[src/design/epi_pkg.sv]
// ----------------------------------------------------------------------------
// epi_pkg: edge-preserving index shared definitions
// Field widths, accumulator and ratio formats, sequencer codes and the
// result record that travels from the divider to the output register.
// ----------------------------------------------------------------------------
package epi_pkg;

  localparam int PHASE_BITS  = 16;
  localparam int IMG_W_BITS  = 13;
  localparam logic [IMG_W_BITS-1:0] IMG_W_RESET = 13'd4096;
  localparam int MIN_WIDTH   = 2;

  localparam int ACC_BITS    = 48;
  localparam logic [ACC_BITS-1:0] ACC_MAX = {ACC_BITS{1'b1}};

  localparam int FRAC_BITS   = 16;
  localparam int RATIO_BITS  = 32;
  localparam logic [RATIO_BITS-1:0] RATIO_MAX = {RATIO_BITS{1'b1}};

  typedef enum logic [2:0] {
    ST_IDLE,
    ST_GRAD,
    ST_LOAD,
    ST_DIV
  } epi_state_t;

  typedef enum logic [1:0] {
    STEP_F_RIGHT,
    STEP_F_DOWN,
    STEP_O_RIGHT,
    STEP_O_DOWN
  } epi_step_t;

  typedef struct packed {
    logic [RATIO_BITS-1:0] index_ratio;
    logic                  zero_denominator;
    logic [ACC_BITS-1:0]   filtered_gradient_sum;
    logic [ACC_BITS-1:0]   original_gradient_sum;
  } epi_result_t;

endpackage

[src/design/epi_grad_unit.sv]
// ----------------------------------------------------------------------------
// epi_grad_unit: wrapped gradient and saturating accumulate
// Absolute wrapped difference of two phases added to an accumulator that
// sticks at its maximum.
// ----------------------------------------------------------------------------
module epi_grad_unit (
  input  logic [epi_pkg::PHASE_BITS-1:0] to_phase,
  input  logic [epi_pkg::PHASE_BITS-1:0] from_phase,
  input  logic [epi_pkg::ACC_BITS-1:0]   acc_in,
  output logic [epi_pkg::ACC_BITS-1:0]   acc_sum
);
  import epi_pkg::*;

  logic [PHASE_BITS-1:0] diff;
  logic [PHASE_BITS-1:0] mag;
  logic [ACC_BITS:0]     wide_sum;

  always_comb begin
    diff     = to_phase - from_phase;
    // negate when the wrapped difference reads as negative; -pi maps to +pi
    mag      = diff[PHASE_BITS-1] ? (~diff + 1'b1) : diff;
    wide_sum = {1'b0, acc_in} + (ACC_BITS+1)'(mag);
    acc_sum  = wide_sum[ACC_BITS] ? ACC_MAX : wide_sum[ACC_BITS-1:0];
  end

endmodule

[config.mk]
export PLATFORM = sky130hd
export DESIGN_NAME = epi_grad_unit
export DESIGN_NICKNAME = d
export VERILOG_FILES = /design/src/design/epi_pkg.sv /design/src/design/epi_grad_unit.sv
export SDC_FILE = /design/constraint.sdc
export NUM_CORES = 1
export LEC_CHECK = 0
export BUFFER_PORTS_ARGS = -buffer_cell sky130_fd_sc_hd__buf_2
export CORE_ASPECT_RATIO = 1.5
export CORE_UTILIZATION = 50
export DETAILED_ROUTE_END_ITERATION = 10
export PLACE_DENSITY = 0.85
export SYNTH_ARGS = -nofsm -noshare
export SYNTH_HDL_FRONTEND = slang
export SYNTH_SLANG_ARGS = --single-unit
[constraint.sdc]
create_clock -name vclk -period 8.4
set_input_delay 1.26 -clock vclk [all_inputs]
set_output_delay 1.26 -clock vclk [all_outputs]
set_load 0.02 [all_outputs]
==> run metrics <==
FFs & Latches 0; critical path's largest stage delay around 0.54 ns; die area just under 6000 um2; Metal-1 WL approximately 2900 um; metal2 WL ~4000 um; total wire length 7520 um; Max Fclk 0.128 GHz; Vias 3400; initial antenna violation count 0; worst path cell trace buf_2 > ha_1 > a21o_1 > a31o_1 > o21ai_2 > a31oi_1 > a21o_1 > a311oi_2 > mux2_2 > fa_1 > a21o_1 > a21oi_1 > o21ai_1 > a2111oi_4 > o211ai_2 > and4_1 > nand2_2 > nand2_1 > buf_2; clock buffer count 0; GRT Resource Usage Total approximately a quarter; Ant. Diodes 0; Final Hold Vio Count 0; Die X around 63 um; Fin Hold WS ~2.9 ns; crit path capture type primary output; Synth area leaders ha_1 15%, xnor2_1 10%, nand2_1 6.1%; first-pass iteration count of the detailed router 4; hold path depth 3; Worst Tran Pin Value between 0.5 and 0.6 ns; IO Port Bufs 128; Tcrit/Tclk final just over 90%; sequential-to-total area share from yosys stat 0%; top-count cell post-synth nand2_1; Leak between 1.5 and 2 nW; syn_nets 529; PD cells between 150 and 200 nW/um2; Final setup viols 0; clock share of power 0%; hold crit path type input pin to primary output; ratio of cells with drive above 1 in the final layout between 30 and 40%; critical path class input pin to primary output; count of different cell masters after synthesis 62; Die Y between 90 and 100 um; final core occ between 60% and 70%; placer's final routability congestion estimate around 0.90; post-synth top area share between 10% and 20%; slowest CP cell a311oi_2; max_cap viols 0; Critical Path AT roughly 6.5 ns; Mapped Area approximately 2800 um2; Core ar. 5450 um2; Hold Crit Start acc_in[43]; Gate power share 100.0%; first-pass GRT wire length ~12000 um; Setup Fix Bufs, Post-CTS 0; crit path max fanout 22; crit start category input pin; vias per cell ~5.7; most frequent cells after synthesis 46 x nand2_1, 34 x ha_1, 33 x xnor2_1; sw frac 60.7%; hpwl dp between 6000 and 7000 um; RSZ-0062 raised after global routing false; # IOs ~130; Synth area leader ha_1; Iter 0 DRT Violations between 150 and 200; outcome finished, final reports clean; Internal ~0.00025 W; TNS Setup 0 ns; Peak VDD IR between 70 and 80 uV; Seq pwr share 0%; post-detailed-route DRC marker count 0; Setup crit start to_phase[4]; shortest period the worst path allows 7.79 ns; largest net degree at the start of global routing 23; data required time of the worst path just over 7 ns; DR top layer met4; # nets final between 600 and 700; Mapped Cells ~410; Pins Over Slew Limit 0; vias in the first global route ~3100; CP most frequent cell a21o_1; Mapped Avg Cell Area ~6.8 um2; Initial Utilization 51.7%; routed length per instance 12.5 um; Post-DRT Antenna Nets 0; met3 WL roughly 460 um; sw power about 0.00039 W; synthesis-to-finish area growth 24.0%; Slew HR between 60% and 70%; total grt overflow 0; # rows 33; register area 0 um2; synth warn 0
## final cells by class
cell class                      instances  area, um2
Multi-Input combinational cell        371       2640
Fill cell                             534       1960
Timing Repair Buffer                  130        656
Inverter                               29        109
Tap cell                               70       87.6
## layer usage
metal,global-route usage (%),vias up
li1,-,1731
met1,25.1,1523
met2,50.4,130
met3,2.91,16
met4,6.25,0
met5,0,-
## power by group through the flow
stage	combinational, W	clock [W]	sequential [W]
2_1_floorplan	0.000476	0	0
3_3_place_gp	0.000630	0	0
3_5_place_dp	0.000639	0	0
4_1_cts	0.000642	0	0
5_1_grt	0.000709	0	0
6_report	0.000642	0	0
## placed cells by master (no fill, tap or decap), types with 4 or more instances in the layout
cell / instances
a21o_1: 11
a21oi_1: 26
a31oi_1: 10
and2_1: 4
and3_1: 14
buf_2: 128
ha_1: 34
inv_1: 29
mux2_2: 7
nand2_1: 45
nand2b_1: 6
nand3_1: 20
nand4_1: 6
nor2_1: 32
nor2b_1: 6
nor3_1: 10
nor4_1: 5
o21a_1: 6
o21ai_0: 19
or3_1: 8
xnor2_1: 33
xor2_1: 16
## stage by stage
| step | std cells | worst slack (ns) | cell area (um2) | total power (W) |
|---|---|---|---|---|
| final | 600 | 0.606 | 3490 | 0.000642 |
| after global routing | 600 | 0.144 | 3490 | 0.000709 |
| after detailed placement | 600 | 0.344 | 3490 | 0.000639 |
| after floorplan | 413 | 1.49 | 2820 | 0.000476 |
| after CTS | 600 | 0.332 | 3490 | 0.000642 |
| after global placement | 600 | 0.486 | 3490 | 0.000630 |
## path summary, 6_finish.rpt
kind,endpoint
hold / removal,acc_sum[43]
setup / recovery,acc_sum[12]
## cells by family after synthesis
kind of cell	count (synthesis)	share of synthesized area [%]
AND/OR/NAND/NOR	175	33.0
multiplexers	8	3.20
XOR/XNOR	49	15.2
buffers and inverters	42	6.31
adder cells (fa/ha/maj)	36	16.5
AO/OA/AOI/OAI	103	25.7
## critical path, delay by kind of cell
family	cells	cell delay (ns)
AO/OA/AOI/OAI	11	2.87
adder cells (fa/ha/maj)	2	0.79
buffers and inverters	2	0.29
multiplexers	1	0.43
AND/OR/NAND/NOR	3	0.85
## repair_timing
action	in CTS	in global routing
gates resized for setup	0	1
endpoints found under the setup margin	0	22
hold buffers	0	0
(Power assumes the default switching activity.)
